## config.mk

```make
export PLATFORM = sky130hd
export DESIGN_NAME = keep_alive_header_parser
export DESIGN_NICKNAME = d
export VERILOG_FILES = /design/src/hdl/kah_pkg.sv /design/src/hdl/keep_alive_header_parser.sv /design/src/hdl/kah_in_reg.sv /design/src/hdl/kah_parser.sv
export VERILOG_INCLUDE_DIRS = /design/src /design/src/hdl
export SDC_FILE = /design/constraint.sdc
export NUM_CORES = 1
export LEC_CHECK = 0
export BUFFER_PORTS_ARGS = -buffer_cell sky130_fd_sc_hd__buf_2
export CORE_MARGIN = 4
export CORE_UTILIZATION = 57
export DETAILED_ROUTE_END_ITERATION = 16
export GPL_ROUTABILITY_DRIVEN = 0
export PLACE_DENSITY = 0.85
export SLEW_MARGIN = 20
export SYNTH_ARGS = -nofsm -noshare
export SYNTH_HDL_FRONTEND = slang
export SYNTH_SLANG_ARGS = --single-unit
```

## constraint.sdc

```tcl
create_clock -name clk -period 5.2 [get_ports clk]
set_input_delay 0.78 -clock clk [delete_from_list [all_inputs] [get_ports clk]]
set_output_delay 0.78 -clock clk [all_outputs]
set_load 0.03 [all_outputs]
```

## src/hdl/assert_macros.svh

```systemverilog
// assertion macros shared by the keep-alive header parser
`ifndef ASSERT_MACROS_SVH
`define ASSERT_MACROS_SVH

// same-cycle implication, checked at every rising clock edge outside reset
`define KAH_ASSERT_NOW(lbl, ante, cons, msg) \
  lbl: assert property (@(posedge clk) disable iff (rst) (ante) |-> (cons)) else $error(msg);

// next-cycle implication, checked at every rising clock edge outside reset
`define KAH_ASSERT_NEXT(lbl, ante, cons, msg) \
  lbl: assert property (@(posedge clk) disable iff (rst) (ante) |=> (cons)) else $error(msg);

`endif

```

## src/hdl/kah_pkg.sv

```systemverilog
// types, constants and helper functions of the keep-alive header parser
package kah_pkg;

  localparam int VALUE_BITS_DEF = 31;
  localparam int OUT_BITS       = 31;
  localparam int BYTE_BITS      = 8;
  localparam int KW_POS_BITS    = 3;

  localparam logic [KW_POS_BITS-1:0] KW_TO_LAST  = 3'd6;
  localparam logic [KW_POS_BITS-1:0] KW_MAX_LAST = 3'd2;

  localparam logic [BYTE_BITS-1:0] CH_COMMA = 8'h2C;
  localparam logic [BYTE_BITS-1:0] CH_EQ    = 8'h3D;
  localparam logic [BYTE_BITS-1:0] CH_ZERO  = 8'h30;
  localparam logic [BYTE_BITS-1:0] CH_NINE  = 8'h39;
  localparam logic [BYTE_BITS-1:0] CH_SPACE = 8'h20;
  localparam logic [BYTE_BITS-1:0] CH_TAB   = 8'h09;
  localparam logic [BYTE_BITS-1:0] CH_CR    = 8'h0D;

  typedef enum logic [2:0] {
    PH_SKIP_WS,
    PH_MATCH_TO,
    PH_MATCH_MAX,
    PH_EQ_TO,
    PH_EQ_MAX,
    PH_DIGITS_TO,
    PH_DIGITS_MAX,
    PH_SKIP_COMMA
  } phase_t;

  typedef struct packed {
    logic [BYTE_BITS-1:0] header_byte;
    logic                 final_byte;
  } in_item_t;

  // first member lands in the top bits
  typedef struct packed {
    logic [OUT_BITS-1:0] max_value;
    logic                max_found;
    logic [OUT_BITS-1:0] timeout_value;
    logic                timeout_found;
  } result_t;

  localparam int RESULT_BITS = $bits(result_t);

  function automatic logic [BYTE_BITS-1:0] kw_to_char(input logic [KW_POS_BITS-1:0] pos);
    logic [BYTE_BITS-1:0] c;
    case (pos)
      3'd0:    c = 8'h74;  // t
      3'd1:    c = 8'h69;  // i
      3'd2:    c = 8'h6D;  // m
      3'd3:    c = 8'h65;  // e
      3'd4:    c = 8'h6F;  // o
      3'd5:    c = 8'h75;  // u
      3'd6:    c = 8'h74;  // t
      default: c = 8'h00;
    endcase
    return c;
  endfunction

  function automatic logic [BYTE_BITS-1:0] kw_max_char(input logic [KW_POS_BITS-1:0] pos);
    logic [BYTE_BITS-1:0] c;
    case (pos)
      3'd0:    c = 8'h6D;  // m
      3'd1:    c = 8'h61;  // a
      3'd2:    c = 8'h78;  // x
      default: c = 8'h00;
    endcase
    return c;
  endfunction

  function automatic logic is_ws(input logic [BYTE_BITS-1:0] b);
    return (b == CH_SPACE) || ((b >= CH_TAB) && (b <= CH_CR));
  endfunction

endpackage

```

## src/hdl/keep_alive_header_parser.sv

```systemverilog
// keep-alive header parser: top level with result register
//
// slave stream carries the header value one byte per request in tdata,
// with tlast on the final byte. master stream carries one result request
// per header, issued on its final byte: both parsed values and found flags.
// a byte is registered on acceptance and parsed from the input register;
// if it is final, the result is registered into the output register as
// the parser steps. one byte is taken per cycle unless the receiver stalls;
// the parse state updates each step via a single times-ten-plus-digit unit.
// non-final bytes produce nothing on the master side.
// when the receiver stalls a pending result holds, the parser stops and
// the input register fills, after which tready drops until the result
// is taken. reset clears the parse state, both found flags and values,
// and empties both registers; no clearing pass is needed.
`include "assert_macros.svh"

module keep_alive_header_parser #(
  parameter int VALUE_BITS = kah_pkg::VALUE_BITS_DEF
) (
  input  logic                            clk,
  input  logic                            rst,
  input  logic                            s_axis_tvalid,
  output logic                            s_axis_tready,
  input  logic [7:0]                      s_axis_tdata,  // header_byte
  input  logic                            s_axis_tlast,  // final_byte
  output logic                            m_axis_tvalid,
  input  logic                            m_axis_tready,
  // max_value[30:0], max_found, timeout_value[30:0], timeout_found
  output logic [kah_pkg::RESULT_BITS-1:0] m_axis_tdata
);
  import kah_pkg::*;

  logic     advance, step, item_valid, result_valid;
  in_item_t item;
  result_t  result, out_data;
  logic     out_valid;
  logic     to_clean, max_clean;

  assign advance = !out_valid || m_axis_tready;
  assign step    = item_valid && advance;

  kah_in_reg u_in_reg (
    .clk           (clk),
    .rst           (rst),
    .s_axis_tvalid (s_axis_tvalid),
    .s_axis_tready (s_axis_tready),
    .s_axis_tdata  (s_axis_tdata),
    .s_axis_tlast  (s_axis_tlast),
    .advance       (advance),
    .item_valid    (item_valid),
    .item          (item)
  );

  kah_parser #(
    .VALUE_BITS (VALUE_BITS)
  ) u_parser (
    .clk          (clk),
    .rst          (rst),
    .step         (step),
    .item         (item),
    .result_valid (result_valid),
    .result       (result)
  );

  always_ff @(posedge clk) begin
    if (rst) begin
      out_valid <= 1'b0;
    end else if (advance) begin
      out_valid <= result_valid;
    end
  end

  always_ff @(posedge clk) begin
    if (advance && result_valid) begin
      out_data <= result;
    end
  end

  assign m_axis_tvalid = out_valid;
  assign m_axis_tdata  = out_data;

  assign to_clean  = out_data.timeout_found || (out_data.timeout_value == '0);
  assign max_clean = out_data.max_found || (out_data.max_value == '0);

  `KAH_ASSERT_NEXT(a_final_result, step && item.final_byte, m_axis_tvalid, "result lost")
  `KAH_ASSERT_NEXT(a_byte_held, item_valid && !advance, item_valid, "byte dropped in stall")
  `KAH_ASSERT_NOW(a_to_zero_unfound, m_axis_tvalid, to_clean, "stray timeout value")
  `KAH_ASSERT_NOW(a_max_zero_unfound, m_axis_tvalid, max_clean, "stray max value")

endmodule

```

## src/hdl/kah_in_reg.sv

```systemverilog
// input register of the keep-alive header parser
module kah_in_reg (
  input  logic                 clk,
  input  logic                 rst,
  input  logic                 s_axis_tvalid,
  output logic                 s_axis_tready,
  input  logic [7:0]           s_axis_tdata,
  input  logic                 s_axis_tlast,
  input  logic                 advance,
  output logic                 item_valid,
  output kah_pkg::in_item_t    item
);
  import kah_pkg::*;

  assign s_axis_tready = !item_valid || advance;

  always_ff @(posedge clk) begin
    if (rst) begin
      item_valid <= 1'b0;
    end else if (s_axis_tready) begin
      item_valid <= s_axis_tvalid;
    end
  end

  always_ff @(posedge clk) begin
    if (s_axis_tvalid && s_axis_tready) begin
      item.header_byte <= s_axis_tdata;
      item.final_byte  <= s_axis_tlast;
    end
  end

endmodule

```

## src/hdl/kah_parser.sv

```systemverilog
// directive parser: phase machine, value accumulators and result formation
module kah_parser #(
  parameter int VALUE_BITS = kah_pkg::VALUE_BITS_DEF
) (
  input  logic              clk,
  input  logic              rst,
  input  logic              step,
  input  kah_pkg::in_item_t item,
  output logic              result_valid,
  output kah_pkg::result_t  result
);
  import kah_pkg::*;

  localparam int WIDE_BITS = VALUE_BITS + 4;

  phase_t                 phase, phase_next;
  logic [KW_POS_BITS-1:0] kw_pos, kw_pos_next;
  logic [VALUE_BITS-1:0]  to_acc, to_acc_next, max_acc, max_acc_next;
  logic                   to_seen, to_seen_next, max_seen, max_seen_next;

  logic [BYTE_BITS-1:0]   b;
  logic                   is_comma, is_digit;
  phase_t                 after_phase;
  logic [3:0]             digit;
  logic [VALUE_BITS-1:0]  grow_src, grown;
  logic [WIDE_BITS-1:0]   wide_src, prod, lim;
  logic [OUT_BITS+VALUE_BITS-1:0] to_ext, max_ext;

  assign b           = item.header_byte;
  assign is_comma    = (b == CH_COMMA);
  assign is_digit    = (b >= CH_ZERO) && (b <= CH_NINE);
  assign after_phase = is_comma ? PH_SKIP_WS : PH_SKIP_COMMA;
  assign digit       = 4'(b - CH_ZERO);

  // shared times-ten-plus-digit unit with saturation
  assign grow_src = (phase == PH_DIGITS_MAX) ? max_acc : to_acc;
  assign wide_src = {4'b0, grow_src};
  assign prod     = (wide_src << 3) + (wide_src << 1) + {{VALUE_BITS{1'b0}}, digit};
  assign lim      = {4'b0, {VALUE_BITS{1'b1}}};
  assign grown    = (prod > lim) ? {VALUE_BITS{1'b1}} : prod[VALUE_BITS-1:0];

  always_comb begin
    phase_next  = phase;
    kw_pos_next = kw_pos;
    unique case (phase)
      PH_SKIP_WS: begin
        if (is_ws(b) || is_comma) begin
          phase_next = PH_SKIP_WS;
        end else if (b == kw_to_char(3'd0)) begin
          phase_next  = PH_MATCH_TO;
          kw_pos_next = 3'd1;
        end else if (b == kw_max_char(3'd0)) begin
          phase_next  = PH_MATCH_MAX;
          kw_pos_next = 3'd1;
        end else begin
          phase_next = PH_SKIP_COMMA;
        end
      end
      PH_MATCH_TO: begin
        if ((kw_pos <= KW_TO_LAST) && (b == kw_to_char(kw_pos))) begin
          kw_pos_next = kw_pos + 3'd1;
          if (kw_pos == KW_TO_LAST) begin
            phase_next = PH_EQ_TO;
          end
        end else begin
          phase_next = after_phase;
        end
      end
      PH_MATCH_MAX: begin
        if ((kw_pos <= KW_MAX_LAST) && (b == kw_max_char(kw_pos))) begin
          kw_pos_next = kw_pos + 3'd1;
          if (kw_pos == KW_MAX_LAST) begin
            phase_next = PH_EQ_MAX;
          end
        end else begin
          phase_next = after_phase;
        end
      end
      PH_EQ_TO: begin
        phase_next = (b == CH_EQ) ? PH_DIGITS_TO : after_phase;
      end
      PH_EQ_MAX: begin
        phase_next = (b == CH_EQ) ? PH_DIGITS_MAX : after_phase;
      end
      PH_DIGITS_TO: begin
        if (!is_digit) begin
          phase_next = after_phase;
        end
      end
      PH_DIGITS_MAX: begin
        if (!is_digit) begin
          phase_next = after_phase;
        end
      end
      PH_SKIP_COMMA: begin
        if (is_comma) begin
          phase_next = PH_SKIP_WS;
        end
      end
      default: begin
        phase_next = PH_SKIP_WS;
      end
    endcase
    if ((phase_next == PH_SKIP_WS) || (phase_next == PH_SKIP_COMMA)) begin
      kw_pos_next = '0;
    end
  end

  always_comb begin
    to_acc_next   = to_acc;
    to_seen_next  = to_seen;
    max_acc_next  = max_acc;
    max_seen_next = max_seen;
    unique case (phase)
      PH_EQ_TO: begin
        if (b == CH_EQ) begin
          to_acc_next  = '0;
          to_seen_next = 1'b1;
        end
      end
      PH_EQ_MAX: begin
        if (b == CH_EQ) begin
          max_acc_next  = '0;
          max_seen_next = 1'b1;
        end
      end
      PH_DIGITS_TO: begin
        if (is_digit) begin
          to_acc_next = grown;
        end
      end
      PH_DIGITS_MAX: begin
        if (is_digit) begin
          max_acc_next = grown;
        end
      end
      default: begin
      end
    endcase
  end

  assign to_ext  = {{OUT_BITS{1'b0}}, to_acc_next};
  assign max_ext = {{OUT_BITS{1'b0}}, max_acc_next};

  always_comb begin
    result_valid         = step && item.final_byte;
    result.timeout_found = to_seen_next;
    result.timeout_value = to_seen_next ? to_ext[OUT_BITS-1:0] : '0;
    result.max_found     = max_seen_next;
    result.max_value     = max_seen_next ? max_ext[OUT_BITS-1:0] : '0;
  end

  always_ff @(posedge clk) begin
    if (rst) begin
      phase    <= PH_SKIP_WS;
      kw_pos   <= '0;
      to_acc   <= '0;
      to_seen  <= 1'b0;
      max_acc  <= '0;
      max_seen <= 1'b0;
    end else if (step) begin
      if (item.final_byte) begin
        phase    <= PH_SKIP_WS;
        kw_pos   <= '0;
        to_acc   <= '0;
        to_seen  <= 1'b0;
        max_acc  <= '0;
        max_seen <= 1'b0;
      end else begin
        phase    <= phase_next;
        kw_pos   <= kw_pos_next;
        to_acc   <= to_acc_next;
        to_seen  <= to_seen_next;
        max_acc  <= max_acc_next;
        max_seen <= max_seen_next;
      end
    end
  end

endmodule
```

==> metrics.csv, run 1 <==
stage,metric,value,unit
timing,setup TNS,0,ps
floorplan,Starting Density,0.5802,
routing,total iterations of the first detailed-routing run,9,
clocking,CTS tree,built,
clocking,clock sink count,145,
global_routing,vias in the first global route,8287,
synth,leading register cell type out of synthesis,edfxtp_1,
status,run status,finished clean,
clocking,H-tree levels,4,
routing,WL/cell,18.91,um
clocking,Num CTS Buffers,17,
global_routing,initial antenna violation count,0,
floorplan,DIE HEIGHT,134.9,um
clocking,clock transition at the registers of the reported paths,60,ps
timing,clock skew,11.57,ps
timing,fmax,207.6,MHz
synth,register area share after synthesis,0.3957,
synth,async set or reset register ratio after synthesis,0,
worst_setup_path,"Req. time, crit path",5330,ps
placement,Port Buf Inserts,78,
placement,DP HPWL,17700,um
routing,Vias/cell,6.441,
routing,DRT Wirelength,26150,um
floorplan,die area,0.01820,mm2
cells_and_area,"commonest non-fill, non-tap cell in the layout",nand2_1,
synth,post-synthesis cell count,1096,
clocking,Clock Path Buffers,2,
routing,drt initial violations,1365,
global_routing,largest net degree at the start of global routing,52,
floorplan,io pins,79,
global_routing,"Remaining Overflow, GRT",0,
clocking,post-cts gate resize count,0,
synth,number of flops mapped to enable cells by yosys,73,
synth,syn_nets,1176,
synth,post-synth cell types,73,
timing,Final Hold Viols,0,
worst_setup_path,crit start category,flop,
routing,DR vias,8908,
worst_setup_path,Worst setup EP type,flop,
synth,Yosys reg bits,145,
timing,min cycle time layout,4818,ps
timing,pin slew with the least headroom to its limit,1065,ps
synth,Post-Syn Area per Cell,8.378,um2
power_and_ir_drop,P_leak,4.190,nW
power_and_ir_drop,pwr dens,256.6,mW/mm2
clocking,Clk Tree Root Cell,clkbuf_16,
timing,Final Max Tran Viols,0,
timing,Max-slew headroom,0.2900,
worst_setup_path,kind of critical path,reg -> reg,
floorplan,Core Box Area,0.01583,mm2
cells_and_area,fin cells,1383,
global_routing,Total GRT Usage,0.2875,
clocking,count of hold-fix buffers inserted at cts,0,
timing,RSZ-0062 raised after global routing,no,
floorplan,die width,134.9,um
timing,Final Cycle Share,0.9265,
timing,count of final setup violators,0,
floorplan,Row Count,46,
cells_and_area,Area Overhead vs Synth,13.65,%
synth,Yosys Warn Count,0,
routing,# DRC,0,
worst_setup_path,peak fanout along the critical path,41,
routing,Routed Antenna Nets,0,
worst_setup_path,"Data arrival, critical path",4950,ps
clocking,postcts setup bufs,0,
worst_hold_path,Min-Delay Path Class,reg -> reg,
cells_and_area,Final #Nets,1234,
flow_run,maxcap violations,0,
global_routing,global-route wire length before repair,41730,um
placement,placed insts,1351,
synth,synthesized cell area,0.009183,mm2
clocking,clk_lat worst skew,430,ps
power_and_ir_drop,maximum vdd drop,0.2343,mV
cells_and_area,fraction of layout cells with a size suffix above 1,0.1328,
cells_and_area,most frequent cells in the layout,"nand2_1, nor2_1, o21ai_0",
cells_and_area,Antenna diodes,0,
## worst max-delay path, stage by stage (launching register included)
cell and delay [ps]:
dfxtp_2 380, inv_2 160, and3_2 330, buf_4 270, nand2_1 70, nand2_1 140
ha_1 260, ha_1 390, nand2_1 140, nor3_1 270, buf_4 180, nand4_1 120
a311o_1 370, nand4_1 140, mux2i_1 290, o2111ai_4 200, buf_4 310, nor2_1 330
a211oi_1 130
## report_power, final
part,switching [mW],internal [mW],total (mW)
clock,0.495,0.816,1.31
sequential,0.0168,1.21,1.23
combinational,0.0979,0.0379,0.136
## registers in the layout, summed over array words and instances, names as in the netlist
| register | count |
|---|---|
| u_parser.max_acc | 31 |
| u_parser.max_seen | 1 |
| u_parser.to_seen | 1 |
| u_parser.phase | 3 |
| m_axis_tdata | 64 |
| u_in_reg.item_valid | 1 |
| u_in_reg.item | 9 |
| u_parser.kw_pos | 3 |
| m_axis_tvalid | 1 |
| u_parser.to_acc | 31 |
## kinds of logic after synthesis
kind of cell | after synthesis | share of synthesized area
flip-flops | 145 | 0.3957
AO/OA/AOI/OAI | 294 | 0.2093
XOR/XNOR | 34 | 0.03243
AND/OR/NAND/NOR | 468 | 0.2284
buffers and inverters | 84 | 0.03624
multiplexers | 4 | 0.005041
adder cells (fa/ha/maj) | 67 | 0.09293
## synth_stat cells (4+ instances only)
| master | number | area, um2 |
|---|---|---|
| a211oi_1 | 49 | 367.9 |
| a21o_1 | 14 | 105.1 |
| a21oi_1 | 51 | 255.2 |
| a22oi_1 | 5 | 37.54 |
| a31oi_1 | 6 | 37.54 |
| and2_1 | 8 | 50.05 |
| and3_1 | 9 | 56.30 |
| buf_2 | 13 | 65.06 |
| clkbuf_1 | 45 | 168.9 |
| dfxtp_1 | 72 | 1441 |
| edfxtp_1 | 73 | 2192 |
| ha_1 | 65 | 813.3 |
| inv_1 | 23 | 86.33 |
| nand2_1 | 199 | 747.0 |
| nand2b_1 | 17 | 106.4 |
| nand3_1 | 13 | 65.06 |
| nand3b_1 | 5 | 37.54 |
| nand4_1 | 13 | 81.33 |
| nor2_1 | 123 | 461.7 |
| nor2b_1 | 14 | 87.58 |
| nor3_1 | 38 | 190.2 |
| nor4_1 | 6 | 37.54 |
| o2111ai_1 | 5 | 43.79 |
| o211ai_1 | 16 | 120.1 |
| o21a_1 | 4 | 30.03 |
| o21ai_0 | 85 | 425.4 |
| o21ai_1 | 4 | 20.02 |
| o221ai_1 | 4 | 35.03 |
| o31ai_1 | 9 | 67.56 |
| o41ai_1 | 4 | 35.03 |
| or3_1 | 9 | 56.30 |
| xnor2_1 | 22 | 192.7 |
| xor2_1 | 12 | 105.1 |
## layout make-up
| type | count | area (um2) |
|---|---|---|
| fill | 1258 | 5391 |
| multi-input combinational | 867 | 5266 |
| sequential | 145 | 3635 |
| timing repair buffer | 99 | 548.0 |
| clock buffer | 19 | 442.9 |
| tap | 216 | 270.3 |
| clock inverter | 13 | 183.9 |
| inverter | 24 | 90.09 |
## metrics by stage
| stage | cell area, um2 | util | power [mW] | hold WS [ps] | setup WS, ps |
|---|---|---|---|---|---|
| after floorplan | 9183 | - | 1.346 | 436.1 | 866.2 |
| after global placement | 9794 | 0.6188 | 1.385 | 447.9 | 397.2 |
| after detailed placement | 9794 | 0.6188 | 1.387 | 446.6 | 337.1 |
| after CTS | 10420 | 0.6584 | 2.674 | 457.3 | 294.9 |
| after global routing | 10440 | 0.6594 | 2.743 | 482.7 | 99.57 |
| final | 10440 | 0.6594 | 2.678 | 456.8 | 382.4 |
## path summary, 6_finish.rpt
path	startpoint	cells after the start	end	slack [ps]
min reg2reg	u_parser.max_acc[7]	2	u_parser.max_acc[7]	460
min	u_parser.max_acc[7]	2	u_parser.max_acc[7]	460
max reg2reg	u_parser.phase[0]	18	m_axis_tdata[5]	380
max	u_parser.phase[0]	18	m_axis_tdata[5]	380
## per-layer routing
layer | GRT usage | share of wire | vias to the layer above
met2 | 0.4508 | 0.45 | 585
met4 | 0.1329 | 0.040 | 0
li1 | - | - | 4107
met3 | 0.05067 | 0.096 | 90
met1 | 0.3894 | 0.42 | 4126
met5 | 0 | 0 | -
Power figures use the tool's default switching activity.
==> inputs of run 2 (changes only) <==
--- a/config.mk
+++ b/config.mk
@@ -11,7 +11,9 @@
 export CORE_UTILIZATION = 57
 export DETAILED_ROUTE_END_ITERATION = 16
 export GPL_ROUTABILITY_DRIVEN = 0
-export PLACE_DENSITY = 0.85
+export PLACE_DENSITY = 0.77
+export RECOVER_POWER = 25
+export SKIP_LAST_GASP = 1
 export SLEW_MARGIN = 20
 export SYNTH_ARGS = -nofsm -noshare
 export SYNTH_HDL_FRONTEND = slang
==> run 2 against run 1 <==
Combinational power about the same; clock power up 4%; setup slack worse by 150 ps; global-route usage up 0.068 points.
==> metrics.csv, run 2 (same netlist as run 1, synthesis figures left out) <==
stage,metric,value,unit,change
clocking,Clock Path Buffers,2,,unchanged
floorplan,die width,134.9,um,unchanged
worst_setup_path,flop2flop setup slack,240,ps,was 380 ps
routing,total iterations of the first detailed-routing run,5,,was 9
worst_setup_path,Worst setup EP type,flop,,unchanged
cells_and_area,max reg flops,64,,unchanged
timing,min cycle time layout,4964,ps,was 4818 ps
routing,Routed Antenna Nets,0,,unchanged
routing,DRT Wirelength,26340,um,was 26150 um
floorplan,Starting Density,0.5802,,unchanged
status,run status,finished clean,,unchanged
global_routing,initial antenna violation count,0,,unchanged
cells_and_area,Final #Nets,1235,,was 1234
worst_setup_path,kind of critical path,reg -> reg,,unchanged
timing,Final Hold Viols,0,,unchanged
timing,Final Cycle Share,0.9546,,was 0.9265
timing,Max-slew headroom,0.2431,,was 0.2900
worst_setup_path,CP top delay family,simple AND/OR/NAND/NOR gates,,unchanged
worst_setup_path,slowest CP cell,dfxtp_1,,was ha_1
power_and_ir_drop,pwr dens,261.0,mW/mm2,was 256.6 mW/mm2
cells_and_area,Antenna diodes,0,,unchanged
worst_setup_path,Worst path most repeated cell,nand4_1,,
routing,DR vias,8773,,was 8908
clocking,Clk Tree Root Cell,clkbuf_16,,unchanged
worst_setup_path,Max stage delay on crit path,540,ps,was 390 ps
worst_hold_path,hold path cells,2,,unchanged
worst_setup_path,peak fanout along the critical path,35,,was 41
worst_hold_path,Min-Delay Path Class,reg -> reg,,unchanged
worst_setup_path,Critical R2R Capture,m_axis_tdata[28],,was m_axis_tdata[5]
floorplan,Core Box Area,0.01583,mm2,unchanged
cells_and_area,"commonest non-fill, non-tap cell in the layout",nand2_1,,unchanged
clocking,clk_lat worst skew,440,ps,was 430 ps
placement,pre-CTS setup slack,-1.622,ps,was 337.1 ps
global_routing,"Remaining Overflow, GRT",0,,unchanged
timing,Final Max Tran Viols,0,,unchanged
timing,count of final setup violators,0,,unchanged
worst_hold_path,WHS Endpoint,u_parser.max_acc[11],,was u_parser.max_acc[7]
worst_setup_path,"Req. time, crit path",5370,ps,was 5330 ps
worst_setup_path,cell depth of the worst flop-to-flop path,16,,was 18
worst_hold_path,hold path startpoint,u_parser.max_acc[11],,was u_parser.max_acc[7]
global_routing,global-route wire length before repair,41520,um,was 41730 um
power_and_ir_drop,P_leak,4.077,nW,was 4.190 nW
worst_setup_path,CP bufs+invs,3,,was 4
global_routing,largest net degree at the start of global routing,55,,was 52
floorplan,io pins,79,,unchanged
cells_and_area,fin cells,1384,,was 1383
timing,clock skew,15.26,ps,was 11.57 ps
worst_setup_path,critical-path cell list,"inv_2, and3_1, buf_12, o21ai_1, ha_1, ha_1, nand4_1, nor3_2, nand4_1, a311o_1, nand4_1, mux2i_1, o2111ai_4, buf_12, nor3_1, o21ai_0",,"was inv_2, and3_2, buf_4, nand2_1, nand2_1, ha_1, ha_1, nand2_1, nor3_1, buf_4, nand4_1, a311o_1, nand4_1, mux2i_1, o2111ai_4, buf_4, nor2_1, a211oi_1"
routing,Vias/cell,6.339,,was 6.441
timing,pin slew with the least headroom to its limit,1135,ps,was 1065 ps
worst_setup_path,crit start category,flop,,unchanged
timing,RSZ-0062 raised after global routing,no,,unchanged
clocking,H-tree levels,4,,unchanged
cells_and_area,Area Overhead vs Synth,13.56,%,was 13.65%
global_routing,vias in the first global route,7960,,was 8287
worst_setup_path,"Data arrival, critical path",5130,ps,was 4950 ps
worst_setup_path,worst r2r src,u_parser.phase[0],,unchanged
global_routing,Total GRT Usage,0.2882,,was 0.2875
placement,Port Buf Inserts,78,,unchanged
timing,Final WS setup,236.0,ps,was 382.4 ps
clocking,CTS tree,built,,unchanged
clocking,count of hold-fix buffers inserted at cts,0,,unchanged
cells_and_area,Final Util,0.6588,,was 0.6594
cells_and_area,fraction of layout cells with a size suffix above 1,0.08476,,was 0.1328
timing,fmax,201.4,MHz,was 207.6 MHz
floorplan,die area,0.01820,mm2,unchanged
placement,DP HPWL,17780,um,was 17700 um
power_and_ir_drop,maximum vdd drop,0.2396,mV,was 0.2343 mV
routing,drt initial violations,1057,,was 1365
clocking,clock sink count,145,,unchanged
power_and_ir_drop,Pwr Total,2.722,mW,was 2.678 mW
flow_run,maxcap violations,0,,unchanged
placement,placed insts,1349,,was 1351
routing,# DRC,0,,unchanged
floorplan,Row Count,46,,unchanged
clocking,Num CTS Buffers,17,,unchanged
floorplan,DIE HEIGHT,134.9,um,unchanged
cells_and_area,most frequent cells in the layout,"nand2_1, nor2_1, o21ai_0",,unchanged
clocking,clock transition at the registers of the reported paths,60,ps,about the same
routing,WL/cell,19.03,um,was 18.91 um
run 2: metal layers:
metal / part of all wire / up-vias / track usage
li1: - / 4096 / -
met1: 0.43 / 4095 / 0.4061
met2: 0.45 / 508 / 0.4386
met3: 0.090 / 74 / 0.05440
met4: 0.035 / 0 / 0.1176
met5: 0 / - / 0
run 2: how the worst max path moves through the flow:
stage	from	end	slack, ps	depth (start not counted)
global route	u_parser.phase[0]	m_axis_tdata[19]	60	16
finish	u_parser.phase[0]	m_axis_tdata[28]	240	16
floorplan	u_parser.phase[0]	m_axis_tdata[60]	870	19
CTS	u_parser.phase[0]	m_axis_tdata[7]	100	16
detailed placement	u_parser.phase[0]	m_axis_tdata[60]	-2	16
global placement	u_parser.phase[0]	m_axis_tdata[60]	140	16
run 2: tightest hold or removal path, stage by stage (launching register included):
cell,delay [ps]
dfxtp_1,320
nand2_1,60
nand2_1,40
run 2: final cells by class:
| type | count | area, um2 |
|---|---|---|
| multi-input combinational | 867 | 5258 |
| clock inverter | 7 | 116.4 |
| inverter | 24 | 90.09 |
| timing repair buffer | 100 | 520.5 |
| sequential | 145 | 3633 |
| fill | 1326 | 5400 |
| tap | 216 | 270.3 |
| clock buffer | 25 | 539.3 |
run 2: power by group:
| part | switching [mW] | leakage (nW) | internal, mW | total [mW] |
|---|---|---|---|---|
| Clock | 0.490 | 0.319 | 0.866 | 1.36 |
| Sequential | 0.0168 | 1.26 | 1.21 | 1.23 |
| Combinational | 0.0980 | 2.49 | 0.0351 | 0.133 |
run 2: timing repair:
action                     CTS  global route
pin swaps                    0             1
setup buffers                0             3
setup endpoints to repair   14            84
resized for setup            1             2
run 2: metrics by stage:
step	setup TNS (ps)	cell area, um2	hold slack, ps
2_1_floorplan	0	9183	436.1
3_3_place_gp	0	9804	445.5
3_5_place_dp	-1.622	9804	455.7
4_1_cts	0	10460	466.3
5_1_grt	0	10430	486.1
6_report	0	10430	466.0
==> inputs of run 3 (changes only) <==
--- a/config.mk
+++ b/config.mk
@@ -7,6 +7,7 @@
 export NUM_CORES = 1
 export LEC_CHECK = 0
 export BUFFER_PORTS_ARGS = -buffer_cell sky130_fd_sc_hd__buf_2
+export CORE_ASPECT_RATIO = 1.5
 export CORE_MARGIN = 4
 export CORE_UTILIZATION = 57
 export DETAILED_ROUTE_END_ITERATION = 16
==> run 3 against run 2 <==
First-iteration DRC count decreased by 30%; highest routed layer unchanged; sequential share of layout area increased by 0.65 points; critical path type unchanged; fmax increased by 2.2%; clock skew decreased by 4.5 ps; power decreased by 8.3%.
==> metrics.csv, run 3 (same netlist as run 1, synthesis figures left out) <==
stage,metric,value,unit,change
clocking,count of hold-fix buffers inserted at cts,0,,unchanged
worst_setup_path,"Req. time, crit path",5440,ps,was 5370 ps
timing,Final Cycle Share,0.9345,,was 0.9546
clocking,Clock Path Buffers,2,,unchanged
power_and_ir_drop,pwr dens,243.7,mW/mm2,was 261.0 mW/mm2
clocking,Num CTS Buffers,17,,unchanged
placement,DP HPWL,18390,um,was 17780 um
routing,Routed Antenna Nets,0,,unchanged
cells_and_area,Area Overhead vs Synth,11.49,%,was 13.56%
worst_setup_path,kind of critical path,reg -> reg,,unchanged
worst_setup_path,"Data arrival, critical path",5100,ps,was 5130 ps
power_and_ir_drop,maximum vdd drop,0.1871,mV,was 0.2396 mV
cells_and_area,"commonest non-fill, non-tap cell in the layout",nand2_1,,unchanged
power_and_ir_drop,P_int,1.863,mW,was 2.116 mW
global_routing,vias in the first global route,8492,,was 7960
power_and_ir_drop,P_leak,3.989,nW,was 4.077 nW
worst_hold_path,Min-Delay Path Class,reg -> reg,,unchanged
timing,count of final setup violators,0,,unchanged
timing,pin slew with the least headroom to its limit,1141,ps,was 1135 ps
routing,# DRC,0,,unchanged
power_and_ir_drop,sw frac,0.2531,,was 0.2224
cells_and_area,fraction of layout cells with a size suffix above 1,0.07845,,was 0.08476
timing,RSZ-0062 raised after global routing,no,,unchanged
placement,Port Buf Inserts,78,,unchanged
worst_setup_path,slowest CP cell,fa_1,,was dfxtp_1
clocking,post-cts gate resize count,0,,was 1
worst_setup_path,peak fanout along the critical path,51,,was 35
floorplan,Starting Density,0.5851,,was 0.5802
worst_setup_path,Max stage delay on crit path,540,ps,about the same
clocking,clock sink count,145,,unchanged
clocking,clk_lat worst skew,440,ps,about the same
routing,DRT Wirelength,26090,um,was 26340 um
global_routing,largest net degree at the start of global routing,52,,was 55
flow_run,maxcap violations,0,,unchanged
power_and_ir_drop,Pwr Total,2.495,mW,was 2.722 mW
floorplan,Row Count,56,,was 46
floorplan,DIE HEIGHT,163.5,um,was 134.9 um
timing,Final Hold Viols,0,,unchanged
cells_and_area,fillers,1374,,was 1326
cells_and_area,Antenna diodes,0,,unchanged
routing,Vias/cell,6.341,,was 6.339
power_and_ir_drop,switching power,0.6314,mW,was 0.6052 mW
power_and_ir_drop,Reg power frac,0.494,,was 0.453
clocking,clock transition at the registers of the reported paths,60,ps,about the same
timing,Final Max Tran Viols,0,,unchanged
floorplan,die area,0.01825,mm2,was 0.01820 mm2
clocking,postcts setup bufs,0,,unchanged
power_and_ir_drop,Comb power frac,0.054,,was 0.049
global_routing,"Remaining Overflow, GRT",0,,unchanged
timing,min cycle time layout,4859,ps,was 4964 ps
floorplan,Core Box Area,0.01570,mm2,was 0.01583 mm2
routing,WL/cell,19.14,um,was 19.03 um
global_routing,global-route wire length before repair,42690,um,was 41520 um
cells_and_area,most frequent cells in the layout,"nand2_1, nor2_1, o21ai_0",,unchanged
routing,DR vias,8643,,was 8773
power_and_ir_drop,clock power share,0.453,,was 0.499
routing,drt initial violations,743,,was 1057
floorplan,die width,111.6,um,was 134.9 um
timing,fmax,205.8,MHz,was 201.4 MHz
status,run status,finished clean,,unchanged
global_routing,Total GRT Usage,0.2890,,was 0.2882
timing,Max-slew headroom,0.2389,,was 0.2431
worst_setup_path,critical-path cell list,"inv_2, and3_1, buf_12, nand2_1, nand2_1, fa_1, inv_1, fa_1, nor2b_1, o2111ai_1, a21oi_1, o2111ai_1, a21oi_1, o22ai_1, o2111ai_4, buf_12, nor2_1, a211oi_1",,"was inv_2, and3_1, buf_12, o21ai_1, ha_1, ha_1, nand4_1, nor3_2, nand4_1, a311o_1, nand4_1, mux2i_1, o2111ai_4, buf_12, nor3_1, o21ai_0"
clocking,H-tree levels,4,,unchanged
timing,clock skew,10.78,ps,was 15.26 ps
routing,total iterations of the first detailed-routing run,5,,unchanged
floorplan,io pins,79,,unchanged
worst_setup_path,crit start category,flop,,unchanged
worst_setup_path,Worst setup EP type,flop,,unchanged
cells_and_area,max reg flops,64,,unchanged
clocking,Clk Tree Root Cell,clkbuf_16,,unchanged
cells_and_area,Final #Nets,1228,,was 1235
timing,setup TNS,0,ps,unchanged
global_routing,initial antenna violation count,0,,unchanged
clocking,CTS tree,built,,unchanged
[run 3: cell types whose count changed in the layout (fill, tap and decap cells not counted), moves of 2 or more]
cell | previous run | this run
inv_8 | 0 | 2
inv_6 | 0 | 4
buf_4 | 19 | 12
bufinv_16 | 3 | 0
clkbuf_1 | 54 | 52
clkbuf_16 | 20 | 17
clkinv_2 | 2 | 4
clkbuf_8 | 2 | 0
[run 3: per-layer routing]
| layer | part of all wire | GRT usage | vias up |
|---|---|---|---|
| met5 | 0 | 0 | - |
| met4 | 0.046 | 0.1439 | 0 |
| met3 | 0.066 | 0.05300 | 99 |
| met2 | 0.51 | 0.5128 | 362 |
| met1 | 0.38 | 0.3322 | 4097 |
| li1 | - | - | 4085 |
[run 3: worst paths after layout]
kind	from	slack, ps	cells past startpoint	to
min reg2reg	u_parser.max_acc[11]	470	2	u_parser.max_acc[11]
min	u_parser.max_acc[11]	470	2	u_parser.max_acc[11]
max	u_parser.phase[0]	340	18	m_axis_tdata[23]
max reg2reg	u_parser.phase[0]	340	18	m_axis_tdata[23]
[run 3: final cells by class]
| cell class | instances | area [um2] | area share |
|---|---|---|---|
| clock inverter | 14 | 106.4 | 0.01039 |
| tap | 203 | 254.0 | 0.02481 |
| sequential | 145 | 3633 | 0.3549 |
| inverter | 24 | 90.09 | 0.008800 |
| clock buffer | 17 | 425.4 | 0.04155 |
| multi-input combinational | 867 | 5253 | 0.5131 |
| timing repair buffer | 93 | 475.5 | 0.04644 |
[run 3: critical path, delay by kind of cell (launching register included)]
kind / cells / cell delay (ps)
AOI/OAI and AO/OA: 7 / 1750
adders and majority gates: 2 / 1000
and+or+nand+nor: 5 / 690
buffers and inverters: 4 / 680
DFF: 1 / 530
[run 3: power groups by stage]
stage	clock network [mW]	logic, mW	registers (mW)
after CTS	1.14	0.136	1.23
after detailed placement	0	0.135	1.26
after global routing	1.19	0.144	1.23
after floorplan	0	0.0728	1.27
after global placement	0	0.133	1.26
final	1.13	0.134	1.23
[run 3: through the flow]
stage / std cells / utilization / hold slack (ps) / instance area (um2) / setup slack (ps)
6_report: 1363 / 0.6523 / 471.2 / 10240 / 340.7
5_1_grt: 1363 / 0.6523 / 484.6 / 10240 / 58.40
4_1_cts: 1363 / 0.6564 / 466.8 / 10300 / 411.9
3_5_place_dp: 1332 / 0.6225 / 458.7 / 9771 / 412.4
3_3_place_gp: 1332 / 0.6225 / 450.4 / 9771 / 557.1
2_1_floorplan: 1096 / - / 436.1 / 9183 / 866.2
